===== src/rtl/crt_pkg.sv =====
// Shared constants, command codes and controller/datapath interface types.
`default_nettype none
package crt_pkg;

	// Field widths
	localparam int VAL_W = 32;
	localparam int NUM_W = 25;
	localparam int DEN_W = 10;
	localparam int PART_W = 2;

	// Default fraction bits of the input value
	localparam int FRAC_BITS_DEF = 16;

	// Register reset and limits
	localparam logic [DEN_W-1:0] MAXDEN_RST = 10'd1000;
	localparam logic [NUM_W-1:0] NUM_MAX = 25'h1FF_FFFF;

	// Result part codes
	localparam logic [PART_W-1:0] PART_DEG = 2'd0;
	localparam logic [PART_W-1:0] PART_MIN = 2'd1;
	localparam logic [PART_W-1:0] PART_SEC = 2'd2;

	// Datapath operations
	localparam int OP_W = 5;
	localparam logic [OP_W-1:0] OP_NONE   = 5'd0;
	localparam logic [OP_W-1:0] OP_LOAD   = 5'd1;
	localparam logic [OP_W-1:0] OP_START  = 5'd2;
	localparam logic [OP_W-1:0] OP_DIV_XY = 5'd3;
	localparam logic [OP_W-1:0] OP_MUL_QA = 5'd4;
	localparam logic [OP_W-1:0] OP_MUL_PA = 5'd5;
	localparam logic [OP_W-1:0] OP_STEP   = 5'd6;
	localparam logic [OP_W-1:0] OP_DIV_K1 = 5'd7;
	localparam logic [OP_W-1:0] OP_KSAV1  = 5'd8;
	localparam logic [OP_W-1:0] OP_DIV_K2 = 5'd9;
	localparam logic [OP_W-1:0] OP_KSAV2  = 5'd10;
	localparam logic [OP_W-1:0] OP_MUL_SP = 5'd11;
	localparam logic [OP_W-1:0] OP_MUL_SQ = 5'd12;
	localparam logic [OP_W-1:0] OP_E1A    = 5'd13;
	localparam logic [OP_W-1:0] OP_E1B    = 5'd14;
	localparam logic [OP_W-1:0] OP_E1C    = 5'd15;
	localparam logic [OP_W-1:0] OP_E2A    = 5'd16;
	localparam logic [OP_W-1:0] OP_E2B    = 5'd17;
	localparam logic [OP_W-1:0] OP_E2C    = 5'd18;
	localparam logic [OP_W-1:0] OP_PICK   = 5'd19;
	localparam logic [OP_W-1:0] OP_EMIT   = 5'd20;

	// Controller to datapath
	typedef struct packed {
		logic [OP_W-1:0]   op;
		logic [PART_W-1:0] part;
		logic              last;
	} cmd_t;

	// Datapath to controller
	typedef struct packed {
		logic mode;
		logic div_busy;
		logic fit;
		logic rzero;
		logic p_zero;
		logic k_zero;
		logic out_free;
	} sts_t;

endpackage
`default_nettype wire


===== src/rtl/crt_ctrl.sv =====
// Controller: sequences the expansion, semiconvergent check and emission.
`default_nettype none
module crt_ctrl (
	input  wire logic           clk,
	input  wire logic           arst_n,
	input  wire logic           in_valid,
	output logic                in_stall,
	input  wire crt_pkg::sts_t  sts,
	output crt_pkg::cmd_t       cmd
);
	localparam logic [4:0] S_IDLE  = 5'd0;
	localparam logic [4:0] S_START = 5'd1;
	localparam logic [4:0] S_DIVGO = 5'd2;
	localparam logic [4:0] S_DIVW  = 5'd3;
	localparam logic [4:0] S_MULQ  = 5'd4;
	localparam logic [4:0] S_MULP  = 5'd5;
	localparam logic [4:0] S_STEP  = 5'd6;
	localparam logic [4:0] S_K1GO  = 5'd7;
	localparam logic [4:0] S_K1W   = 5'd8;
	localparam logic [4:0] S_K1S   = 5'd9;
	localparam logic [4:0] S_K2GO  = 5'd10;
	localparam logic [4:0] S_K2W   = 5'd11;
	localparam logic [4:0] S_K2S   = 5'd12;
	localparam logic [4:0] S_KCHK  = 5'd13;
	localparam logic [4:0] S_SP    = 5'd14;
	localparam logic [4:0] S_SQ    = 5'd15;
	localparam logic [4:0] S_E1A   = 5'd16;
	localparam logic [4:0] S_E1B   = 5'd17;
	localparam logic [4:0] S_E1C   = 5'd18;
	localparam logic [4:0] S_E2A   = 5'd19;
	localparam logic [4:0] S_E2B   = 5'd20;
	localparam logic [4:0] S_E2C   = 5'd21;
	localparam logic [4:0] S_PICK  = 5'd22;
	localparam logic [4:0] S_EMIT  = 5'd23;

	logic [4:0] state_q, state_d;
	logic [crt_pkg::PART_W-1:0] part_q, part_d;
	logic is_last;

	assign is_last = !sts.mode || (part_q == crt_pkg::PART_SEC);
	assign in_stall = (state_q != S_IDLE);

	// next state and command
	always_comb begin
		state_d = state_q;
		part_d = part_q;
		cmd.op = crt_pkg::OP_NONE;
		cmd.part = part_q;
		cmd.last = is_last;
		case (state_q)
			S_IDLE: begin
				if (in_valid) begin
					cmd.op = crt_pkg::OP_LOAD;
					part_d = crt_pkg::PART_DEG;
					state_d = S_START;
				end
			end
			S_START: begin
				cmd.op = crt_pkg::OP_START;
				state_d = S_DIVGO;
			end
			S_DIVGO: begin
				cmd.op = crt_pkg::OP_DIV_XY;
				state_d = S_DIVW;
			end
			S_DIVW: begin
				if (!sts.div_busy) state_d = S_MULQ;
			end
			S_MULQ: begin
				cmd.op = crt_pkg::OP_MUL_QA;
				state_d = S_MULP;
			end
			S_MULP: begin
				cmd.op = crt_pkg::OP_MUL_PA;
				state_d = S_STEP;
			end
			S_STEP: begin
				cmd.op = crt_pkg::OP_STEP;
				if (!sts.fit) state_d = S_K1GO;
				else if (sts.rzero) state_d = S_EMIT;
				else state_d = S_DIVGO;
			end
			S_K1GO: begin
				cmd.op = crt_pkg::OP_DIV_K1;
				state_d = S_K1W;
			end
			S_K1W: begin
				if (!sts.div_busy) state_d = S_K1S;
			end
			S_K1S: begin
				cmd.op = crt_pkg::OP_KSAV1;
				state_d = sts.p_zero ? S_KCHK : S_K2GO;
			end
			S_K2GO: begin
				cmd.op = crt_pkg::OP_DIV_K2;
				state_d = S_K2W;
			end
			S_K2W: begin
				if (!sts.div_busy) state_d = S_K2S;
			end
			S_K2S: begin
				cmd.op = crt_pkg::OP_KSAV2;
				state_d = S_KCHK;
			end
			S_KCHK: begin
				state_d = sts.k_zero ? S_EMIT : S_SP;
			end
			S_SP: begin
				cmd.op = crt_pkg::OP_MUL_SP;
				state_d = S_SQ;
			end
			S_SQ: begin
				cmd.op = crt_pkg::OP_MUL_SQ;
				state_d = S_E1A;
			end
			S_E1A: begin
				cmd.op = crt_pkg::OP_E1A;
				state_d = S_E1B;
			end
			S_E1B: begin
				cmd.op = crt_pkg::OP_E1B;
				state_d = S_E1C;
			end
			S_E1C: begin
				cmd.op = crt_pkg::OP_E1C;
				state_d = S_E2A;
			end
			S_E2A: begin
				cmd.op = crt_pkg::OP_E2A;
				state_d = S_E2B;
			end
			S_E2B: begin
				cmd.op = crt_pkg::OP_E2B;
				state_d = S_E2C;
			end
			S_E2C: begin
				cmd.op = crt_pkg::OP_E2C;
				state_d = S_PICK;
			end
			S_PICK: begin
				cmd.op = crt_pkg::OP_PICK;
				state_d = S_EMIT;
			end
			S_EMIT: begin
				if (sts.out_free) begin
					cmd.op = crt_pkg::OP_EMIT;
					if (is_last) begin
						state_d = S_IDLE;
					end else begin
						part_d = part_q + 1'b1;
						state_d = S_START;
					end
				end
			end
			default: begin
				state_d = S_IDLE;
			end
		endcase
	end

	always_ff @(posedge clk or negedge arst_n) begin
		if (!arst_n) begin
			state_q <= S_IDLE;
			part_q <= crt_pkg::PART_DEG;
		end else begin
			state_q <= state_d;
			part_q <= part_d;
		end
	end

endmodule
`default_nettype wire


===== config.mk =====
export PLATFORM = sky130hd
export DESIGN_NAME = crt_ctrl
export DESIGN_NICKNAME = d
export VERILOG_FILES = /design/src/rtl/crt_pkg.sv /design/src/rtl/crt_ctrl.sv
export SDC_FILE = /design/constraint.sdc
export NUM_CORES = 1
export LEC_CHECK = 0
export ABC_AREA = 1
export BUFFER_PORTS_ARGS = -buffer_cell sky130_fd_sc_hd__buf_2
export CAP_MARGIN = 10
export CELL_PAD_IN_SITES_DETAIL_PLACEMENT = 1
export CELL_PAD_IN_SITES_GLOBAL_PLACEMENT = 1
export CORE_MARGIN = 2
export CORE_UTILIZATION = 32
export CTS_BUF_LIST = sky130_fd_sc_hd__clkbuf_8
export DETAILED_ROUTE_END_ITERATION = 6
export PLACE_DENSITY = 0.79
export SYNTH_ARGS = -nofsm -noshare
export SYNTH_HDL_FRONTEND = slang
export SYNTH_SLANG_ARGS = --single-unit

===== constraint.sdc =====
create_clock -name clk -period 1.5 [get_ports clk]
set_input_delay 0.45 -clock clk [delete_from_list [all_inputs] [get_ports clk]]
set_output_delay 0.45 -clock clk [all_outputs]
set_load 0.005 [all_outputs]

==> reports/results.tsv, run 1 <==
stage	metric	value	unit
outcome	status	complete, but fails checks	
outcome	failing checks	negative setup slack	
die	initial core utilization	33.82	%
worst_setup_path	critical path type	reg2out	
sta	Slew Limit Fails	0	
placement	PortBufs	18	
worst_setup_path	CP startpoint kind	flop	
final_layout	Diodes inserted	0	
worst_setup_path	Crit. End Element	primary output	
final_layout	most frequent cells in the layout	buf_4 (38), nand2_1 (29), buf_2 (16)	
worst_setup_path	CP max FO	6	
global_route	antenna violations before repair	0	
global_route	vias in the first global route	1281	
synth	#FFs+latches synth	7	
clock_tree	Max Buffers Root-to-Sink	2	
synth	Mapped Area	748.2	sq um
synth	synth unique cells	20	
drt	post-route ant nets	0	
clock_tree	Clock transition at path regs	50	ps
final_layout	# fillers	275	
worst_setup_path	Critical Path RT	1050	ps
worst_setup_path	Worst Path Arrival	1560	ps
final_layout	commonest non-fill, non-tap cell in the layout	buf_4	
drt	routed vias	1268	
sta	Setup WS post-layout	-509.1	ps
die	DIE HEIGHT	52.36	microns
clock_tree	CTS Sinks	7	
synth	Syn. warnings	0	
final_layout	Layout Nets	205	
global_route	largest net degree at the start of global routing	8	
hold_path	worst min-delay path category	in2async	
pwr	Pwr Density	2284	nW/um^2
sta	RSZ-0062 raised after global routing	yes	
clock_tree	CTS buffer count	3	
sta	Sum Neg Setup Slack	-3486	ps
synth	sequential-to-total area share from yosys stat	23.41	%
sta	Period minus WS final	2009	ps
die	Die ar.	2741	sq um
worst_setup_path	R2R Path Start	state_q[0]	
global_route	gr usage total	34.69	%
sta	Setup-failing EPs final	12	
global_route	total global routing overflow	0	
drt	drt via density	5.738	
synth	Syn Nets	140	
sta	Max Clk Rate	497.7	MHz
sta	Worst slew margin	82.84	%
die	Ports	19	
placement	GPL Wtd Cong	0.9214	
sta	Tcrit/Tclk final	133.9	%
drt	DR WL/cell	23.69	microns
clock_tree	H-tree levels	1	
final_layout	ratio of cells with drive above 1 in the final layout	58.55	%
clock_tree	root buffer cell	clkbuf_8	
drt	Post-route DRC	0	
clock_tree	# hold bufs at CTS	0	
drt	starting DRC count in detailed routing	35	
global_route	first-pass GRT wire length	6410	microns
drt	number of detailed-route iterations in the first pass	4	
clock_tree	CTS tree	built	
pwr	Max IR drop VDD	0.001412	V
sta	final hold vios	0	
die	row count	17	
synth	Mean Syn Cell Area	5.800	sq um
sta	Hold WS	42.26	ps
die	Core Area	2212	sq um
synth	Synth Instances	129	
job	MaxCap Viol Count	0	
final_layout	P&R area growth vs syn	96.82	%
drt	WL final	5236	microns
placement	DP HPWL	2689	microns
sta	clk_skew	6.109	ps
pwr	leakage power	0.0008201	uW
worst_setup_path	Worst Setup SP	state_q[3]	
clock_tree	Worst-Skew Late Latency	250	ps
sta	Slew @ Worst Pin	256.5	ps
die	Die Wd	52.36	microns
[cell families after synthesis]
| family | count (synthesis) | synth area share, % |
|---|---|---|
| buffers and inverters | 23 | 14.05 |
| adders and majority gates | 1 | 1.672 |
| DFF | 7 | 23.41 |
| and+or+nand+nor | 92 | 55.35 |
| AOI/OAI and AO/OA | 6 | 5.520 |
[state kept, by name (all words and copies together) (netlist names)]
signal,count
part_q,2
state_q,5
[metal layers]
metal  global-route usage [%]  wire (microns)
met1                    37.61            1972
met2                    60.21            2588
met3                    6.571             287
met4                    23.50             387
met5                        0               0
[report_power, final]
group / internal, uW / total (uW) / switching [uW]
Combinational: 1200 / 2650 / 1450
Sequential: 268 / 425 / 157
Clock: 179 / 290 / 111
Total: 1640 / 3360 / 1720
[cells in the mapped netlist, drive strengths merged]
cell type | n | share of area [%]
nand2 | 41 | 22
o2111ai | 1 | 1.2
ha | 1 | 1.7
o211ai | 1 | 1.0
nor3 | 5 | 4.9
or3 | 1 | 0.84
nor3b | 1 | 1.0
nand4 | 3 | 2.5
o21a | 1 | 1.0
a21boi | 1 | 1.0
nand3 | 22 | 15
dfrtp | 7 | 23
inv | 19 | 9.5
o21ai | 2 | 1.3
buf | 4 | 4.5
nor2 | 19 | 9.5
[worst paths after layout]
check / to / slack, ps / depth (start not counted)
max reg2reg: state_q[2] / -230 / 11
min in group clk: state_q[3] / 420 / 2
max in group asynchronous: state_q[0] / 1260 / 1
min reg2reg: part_q[0] / 650 / 3
max: cmd[3] / -510 / 7
min: state_q[2] / 40 / 1
[layout make-up]
| class | count | area (sq um) | share of cell area [%] |
|---|---|---|---|
| Multi-Input combinational cell | 99 | 653.1 | 44.35 |
| Timing Repair Buffer | 64 | 478.0 | 32.46 |
| Sequential cell | 7 | 180.2 | 12.23 |
| Inverter | 19 | 81.33 | 5.523 |
| Clock buffer | 3 | 41.29 | 2.804 |
| Tap cell | 28 | 35.03 | 2.379 |
| Clock inverter | 1 | 3.754 | 0.2549 |
[worst max-delay path, cell delays in order (launching register included)]
cell     delay [ps]
dfrtp_2         470
buf_4           170
nor2_4          120
buf_4           120
nand2_1          90
o21a_1          160
nand4_1          70
buf_2           110
[timing repair]
action                     4_1_cts  5_1_grt
buffers inserted                10        6
pin swaps                        5       13
setup endpoints to repair       13       13
cloned                           0        0
resized for setup               18       38
[per-stage QoR]
step / worst slack, ps / total power (uW) / cells / cell area (sq um) / util [%]
2_1_floorplan: -51.25 / 1298 / 129 / 790.8 / -
3_3_place_gp: -189.2 / 2081 / 203 / 1115 / 50.40
3_5_place_dp: -277.4 / 2176 / 203 / 1115 / 50.40
4_1_cts: -435.3 / 2731 / 217 / 1281 / 57.92
5_1_grt: -576.2 / 3492 / 221 / 1473 / 66.57
6_report: -509.1 / 3364 / 221 / 1473 / 66.57
(Power assumes the default switching activity.)
==> run 2, diff against run 1 <==
- ABC_AREA: 1 -> default
- PLACE_DENSITY: 0.79 -> 0.83
==> run 2 against run 1 <==
Net effect: the run still ends with negative setup slack left; utilization shrank 3.3 points; first-iteration DRC count shrank 51%; global-route usage shrank 10 points; setup slack gained 160 ps; area after synthesis shrank 5.0%; routed wire length shrank 35%; sequential share of layout area grew 0.83 points.
==> reports/results.tsv, run 2 <==
stage	metric	value	unit	change
worst_setup_path	R2R Path Start	state_q[0]		
clock_tree	Worst-Skew Late Latency	230	ps	-20 ps
job	MaxCap Viol Count	0		unchanged
sta	Tcrit/Tclk final	123.5	%	-10 points
synth	Post-synth top flop	dfrtp_1		
synth	ys async rst share	100.0	%	unchanged
sta	Hold WS	42.08	ps	-0.1796 ps
final_layout	Diodes inserted	0		unchanged
synth	Mapped Area	710.7	sq um	-5.0%
worst_setup_path	CP startpoint kind	flop		
sta	RSZ-0062 raised after global routing	yes		
die	row count	17		unchanged
worst_setup_path	Crit. End Element	primary output		
final_layout	# fillers	257		-6.5%
synth	multiplexer area fraction after synthesis	2.993	%	+3.0 points
synth	Synth Instances	90		-30%
worst_setup_path	Critical Path RT	1050	ps	about the same
outcome	failing checks	negative setup slack		
sta	Setup WS post-layout	-352.9	ps	+156.2 ps
final_layout	commonest non-fill, non-tap cell in the layout	buf_4		
global_route	gr usage total	24.44	%	-10 points
worst_setup_path	reg2reg setup slack	-350	ps	-120 ps
die	Core Area	2148	sq um	-2.9%
worst_setup_path	Reg2Reg Capture Point	state_q[2]		
sta	Slew @ Worst Pin	313.4	ps	+56.97 ps
synth	Synth top area share	24.65	%	+1.2 points
drt	routed vias	948		-25%
final_layout	max FFs per register	5		unchanged
sta	Period minus WS final	1853	ps	-156.2 ps
worst_setup_path	critical path type	reg2out		
placement	DP HPWL	2120	microns	-21%
die	DIE HEIGHT	51.13	microns	-2.3%
synth	commonest cells in the netlist	nand2_1 (8), a21oi_1 (7), dfrtp_1 (7), nor2_1 (7)		
global_route	total global routing overflow	0		unchanged
clock_tree	Clock transition at path regs	40	ps	about the same
sta	Max Clk Rate	539.7	MHz	+8.4%
clock_tree	CTS tree	built		
final_layout	Layout Nets	159		-22%
final_layout	Reg area	177.7	sq um	-1.4%
global_route	vias in the first global route	1022		-20%
drt	drt via density	5.417		-5.6%
clock_tree	Max Buffers Root-to-Sink	2		unchanged
synth	simple-gate portion of the synthesized area	29.23	%	-26 points
synth	Yosys top cell by area	dfrtp_1		
drt	number of detailed-route iterations in the first pass	4		unchanged
die	Die Wd	51.13	microns	-2.3%
drt	WL final	3414	microns	-35%
sta	clk_skew	6.359	ps	+0.2500 ps
clock_tree	root buffer cell	clkbuf_8		
drt	DR WL/cell	19.51	microns	-18%
final_layout	P&R area growth vs syn	91.37	%	
outcome	status	complete, but fails checks		
worst_setup_path	Worst Path Arrival	1400	ps	-160 ps
synth	Mean Syn Cell Area	7.896	sq um	+36%
global_route	first-pass GRT wire length	4692	microns	-27%
synth	sequential-to-total area share from yosys stat	24.65	%	+1.2 points
synth	count leader, synth	nand2_1		
placement	GPL Wtd Cong	0.9149		-0.71%
synth	fraction of the mapped netlist area in compound gates	29.93	%	+24 points
synth	ranking of synthesized cells by area	dfrtp_1 (25%), a21oi_1 (4.9%), nand2b_1 (4.4%), nand2_1 (4.2%), nor2_1 (3.7%)		
final_layout	top flop regs	state_q (5), part_q (2)		
hold_path	worst min-delay path category	in2async		
die	initial core utilization	33.08	%	-0.74 points
synth	Syn Nets	101		-28%
placement	PortBufs	18		unchanged
worst_setup_path	CP max FO	3		-3
synth	Post-synth EDFFs	0		unchanged
synth	largest family of logic cells by synthesized area	compound AO/OA/AOI/OAI gates		
final_layout	ratio of cells with drive above 1 in the final layout	66.67	%	+8.1 points
synth	Syn. warnings	0		unchanged
synth	post-synthesis xor/xnor area fraction	1.232	%	+1.2 points
drt	starting DRC count in detailed routing	17		-51%
clock_tree	CTS buffer count	3		unchanged
clock_tree	CTS Sinks	7		unchanged
synth	#FFs+latches synth	7		unchanged
drt	post-route ant nets	0		unchanged
final_layout	Most flops, register	state_q		
die	Ports	19		unchanged
worst_setup_path	R2R cell count	7		-4
pwr	Max IR drop VDD	0.001469	V	+4.0%
synth	post-synthesis adder-cell area fraction	1.761	%	+0.088 points
final_layout	most frequent cells in the layout	buf_4 (37), buf_2 (17), buf_6 (7)		
global_route	largest net degree at the start of global routing	12		+4
clock_tree	H-tree levels	1		unchanged
die	Die ar.	2614	sq um	-4.6%
synth	synth unique cells	40		+100%
sta	Worst slew margin	79.10	%	-3.7 points
final_layout	Multi-input gate area	639.4	sq um	-2.1%
sta	Setup-failing EPs final	12		unchanged
pwr	final total power	3069	uW	-8.7%
pwr	leakage power	0.0006102	uW	-26%
sta	Slew Limit Fails	0		unchanged
drt	Post-route DRC	0		unchanged
sta	final hold vios	0		unchanged
clock_tree	# hold bufs at CTS	0		unchanged
pwr	Pwr Density	2257	nW/um^2	-1.2%
global_route	antenna violations before repair	0		unchanged
run 2: cell types whose count changed after synthesis, sizes merged, moves of 2 or more:
cell,previous run,this run
nand2,41,8
clkbuf,0,3
a32oi,0,2
a21oi,0,7
nor3,5,2
o32ai,0,2
and2,0,2
nand3,22,3
nand4,3,0
nand2b,0,5
nor2,19,8
o21ai,2,5
inv,19,5
run 2: layout make-up:
class / count / share of cell area [%]
timing repair buffer: 61 / 32.47
clock buffer: 3 / 3.036
sequential: 7 / 13.06
inverter: 5 / 1.564
clock inverter: 1 / 0.2760
tap: 28 / 2.576
multi-input combinational: 70 / 47.01
run 2: worst max path at each step:
| stage | end | from | cells past startpoint |
|---|---|---|---|
| after detailed placement | state_q[0] | state_q[2] | 5 |
| final | cmd[6] | state_q[3] | 6 |
| after CTS | cmd[5] | state_q[3] | 6 |
| after floorplan | state_q[0] | state_q[3] | 5 |
| after global routing | state_q[2] | state_q[0] | 7 |
| after global placement | cmd[4] | state_q[2] | 6 |
run 2: per-stage QoR:
| stage | TNS [ps] | util [%] | setup WS [ps] | instance area (sq um) | cells |
|---|---|---|---|---|---|
| final | -2955 | 63.31 | -352.9 | 1360 | 175 |
| after global routing | -3682 | 63.31 | -441.5 | 1360 | 175 |
| after CTS | -2427 | 56.84 | -310.5 | 1221 | 172 |
| after detailed placement | -1465 | 50.09 | -197.0 | 1076 | 165 |
| after global placement | -940.2 | 50.09 | -130.2 | 1076 | 165 |
| after floorplan | -99.03 | - | -80.20 | 728.2 | 90 |
run 2: what timing repair did:
item,4_1_cts,5_1_grt
setup endpoints to repair,12,13
gates resized for setup,22,23
pin swaps,6,8
setup buffers,4,3
run 2: routing by layer:
layer  share of wire (%)  GRT usage [%]  vias to the layer above
met5                   0              0                        -
met3                 3.4          2.924                       10
li1                    -              -                      444
met2                  53          44.59                       30
met1                  40          28.26                      464
met4                 2.9          10.81                        0
run 2: cells by family (layout without fill, tap and decap cells):
group | count (synthesis) | in the layout
xor+xnor | 1 | 1
flops | 7 | 7
fa+ha+maj | 1 | 1
buf+inv | 13 | 70
mux | 2 | 2
simple gates | 36 | 36
compound gates | 30 | 30
run 2: where the power goes:
group | switching (uW) | internal [uW]
combinational | 1140 | 1240
clock | 86.1 | 177
sequential | 141 | 278
run 2: critical path, stage by stage, from the launching register on:
cell and delay (ps):
dfrtp_1 420, buf_6 140, buf_4 110, nand2_2 70, o22a_1 210, a21oi_2 110
buf_2 120
==> run 3, diff against run 2 <==
- CTS_BUF_LIST: sky130_fd_sc_hd__clkbuf_8 -> sky130_fd_sc_hd__clkbuf_4 sky130_fd_sc_hd__clkbuf_8
- GPL_ROUTABILITY_DRIVEN: default -> 0
- SETUP_SLACK_MARGIN: default -> 0.5
==> run 3 against run 2 <==
Net effect: the flow still finishes with violations (negative setup slack); combinational power is 16% higher; power is 12% higher; routed wire length is 27% higher; worst hold slack better by 410 ps; clock skew is 5.4 ps lower; global-route usage is 4.2 points higher; die area stayed put; count of clock-buffer cells in the layout is 1 higher; fmax is 7.3% lower; sequential share of layout area is 0.81 points lower; flip-flop and latch count stayed put; critical path type unchanged.
==> reports/results.tsv, run 3 (synthesized netlist as in run 2, its figures left out) <==
stage	metric	value	unit	change
final_layout	Layout Nets	166		+4.4%
global_route	antenna violations before repair	0		unchanged
drt	routed vias	1047		+10%
final_layout	final instance area	1480	sq um	+8.8%
pwr	leakage power	0.0006492	uW	+6.4%
drt	drt via density	5.753		+6.2%
final_layout	Diodes inserted	0		unchanged
sta	Setup-failing EPs final	13		+1
worst_setup_path	CP max FO	6		+3
clock_tree	CTS tree	built		
drt	number of detailed-route iterations in the first pass	4		unchanged
sta	Slew @ Worst Pin	340.4	ps	+27.01 ps
sta	Slew Limit Fails	0		unchanged
global_route	largest net degree at the start of global routing	14		+2
pwr	Max IR drop VDD	0.001394	V	-5.1%
global_route	first-pass GRT wire length	5333	microns	+14%
final_layout	post-route insts no fill	182		+4.0%
worst_setup_path	Critical Path RT	1050	ps	about the same
placement	placed inst area	1059	sq um	-1.6%
worst_setup_path	critical path type	reg2out		
die	Die ar.	2614	sq um	unchanged
worst_setup_path	CP startpoint kind	flop		
hold_path	worst min-delay path category	in2reg		
die	row count	17		unchanged
pwr	Pwr Density	2327	nW/um^2	+3.1%
global_route	gr usage total	28.62	%	+4.2 points
sta	clk_skew	0.9358	ps	-5.423 ps
clock_tree	CTS Sinks	7		unchanged
outcome	status	complete, but fails checks		
die	DIE HEIGHT	51.13	microns	unchanged
worst_setup_path	Crit. End Element	primary output		
die	Core Area	2148	sq um	unchanged
die	initial core utilization	33.08	%	unchanged
job	MaxCap Viol Count	0		unchanged
final_layout	commonest non-fill, non-tap cell in the layout	buf_4		
sta	Period minus WS final	1999	ps	+145.9 ps
drt	DR WL/cell	23.74	microns	+22%
sta	Worst slew margin	77.25	%	-1.8 points
pwr	Clk pwr share	6.2	%	-2.4 points
pwr	Switch Pwr	1588	uW	+16%
placement	PortBufs	18		unchanged
clock_tree	Max Buffers Root-to-Sink	2		unchanged
final_layout	ratio of cells with drive above 1 in the final layout	70.78	%	+4.1 points
die	Die Wd	51.13	microns	unchanged
outcome	failing checks	negative setup slack		
clock_tree	root buffer cell	clkbuf_4		
sta	Setup WS post-layout	-498.8	ps	-145.9 ps
global_route	total global routing overflow	0		unchanged
clock_tree	H-tree levels	1		unchanged
drt	WL final	4320	microns	+27%
final_layout	max FFs per register	5		unchanged
global_route	vias in the first global route	1060		+3.7%
pwr	switching share of power	46.10	%	+1.4 points
clock_tree	Clock transition at path regs	60	ps	+20 ps
drt	starting DRC count in detailed routing	29		+12
pwr	Pint	1856	uW	+9.3%
final_layout	P&R area growth vs syn	108.3	%	
clock_tree	Worst-Skew Late Latency	260	ps	+30 ps
pwr	Comb pwr share	80.4	%	+2.7 points
final_layout	top flop regs	state_q (5), part_q (2)		
die	Ports	19		unchanged
sta	Max Clk Rate	500.3	MHz	-7.3%
sta	final hold vios	0		unchanged
final_layout	most frequent cells in the layout	buf_4 (34), buf_6 (18), buf_2 (14)		
placement	dpl cells	154		-6.7%
sta	Sum Neg Setup Slack	-3939	ps	-984.3 ps
final_layout	Most flops, register	state_q		
drt	post-route ant nets	0		unchanged
pwr	sequential share of power	13.4	%	-0.3 points
drt	Post-route DRC	0		unchanged
sta	RSZ-0062 raised after global routing	yes		
worst_setup_path	Worst Path Arrival	1550	ps	+150 ps
placement	DP HPWL	2010	microns	-5.2%
clock_tree	CTS buffer count	3		unchanged
sta	Tcrit/Tclk final	133.3	%	+9.7 points
==> run 3: changes by cell type in the layout (fill, tap and decap cells not counted), sizes merged <==
cell         previous run  this run
clkbuf                  3         4
dlygate4sd3             0         1
buf                    61        67
inv                     6         5
==> run 3: power groups by stage <==
stage	combinational [uW]	sequential (uW)	clock [uW]
global placement	1690	408	0
CTS	2180	436	208
floorplan	1170	371	0
detailed placement	1760	417	0
global route	2910	464	226
finish	2770	463	213
==> run 3: final timing paths <==
check,start,end,slack (ps),cells past startpoint
min reg2reg,part_q[1],part_q[1],670,2
max in group asynchronous,arst_n,state_q[4],760,2
min in group asynchronous,arst_n,part_q[1],560,2
max,state_q[2],cmd[4],-500,6
min,sts[4],state_q[4],460,2
max reg2reg,state_q[3],state_q[0],-430,7
==> run 3: area by class of cell <==
class	instances	area, sq um
fill	244	668.1
inverter	5	21.27
tap	28	35.03
multi-input combinational	70	654.4
timing repair buffer	68	558.0
clock buffer	4	30.03
sequential	7	181.4
==> run 3: per-stage QoR <==
stage / worst slack [ps] / hold WS (ps) / power [uW] / util (%)
2_1_floorplan: -6.194 / 154.4 / 1544 / -
3_3_place_gp: -139.6 / 289.7 / 2097 / 49.27
3_5_place_dp: -181.1 / 291.7 / 2180 / 49.27
4_1_cts: -377.0 / 7.281 / 2822 / 59.76
5_1_grt: -583.6 / 452.0 / 3601 / 68.90
6_report: -498.8 / 455.9 / 3444 / 68.90
==> run 3: worst max-delay path, cell delays in order, from the launching register on <==
cell	delay [ps]
dfrtp_2	480
inv_4	110
nor2_2	60
nor3b_2	200
a21oi_1	70
o22ai_1	190
buf_2	160
==> run 3: metal layers <==
metal	vias up	share of wire (%)	GRT usage, %
li1	460	-	-
met1	517	44	36.36
met2	56	49	48.27
met3	14	5.4	5.556
met4	0	2.2	9.459
met5	-	0	0
==> run 3: timing repair <==
item,CTS,global route
hold buffers,0,1
gates resized for setup,28,23
setup endpoints to repair,16,16
hold endpoints to repair,0,3
cloned,0,0
buffers inserted,10,13
pin swaps,14,11
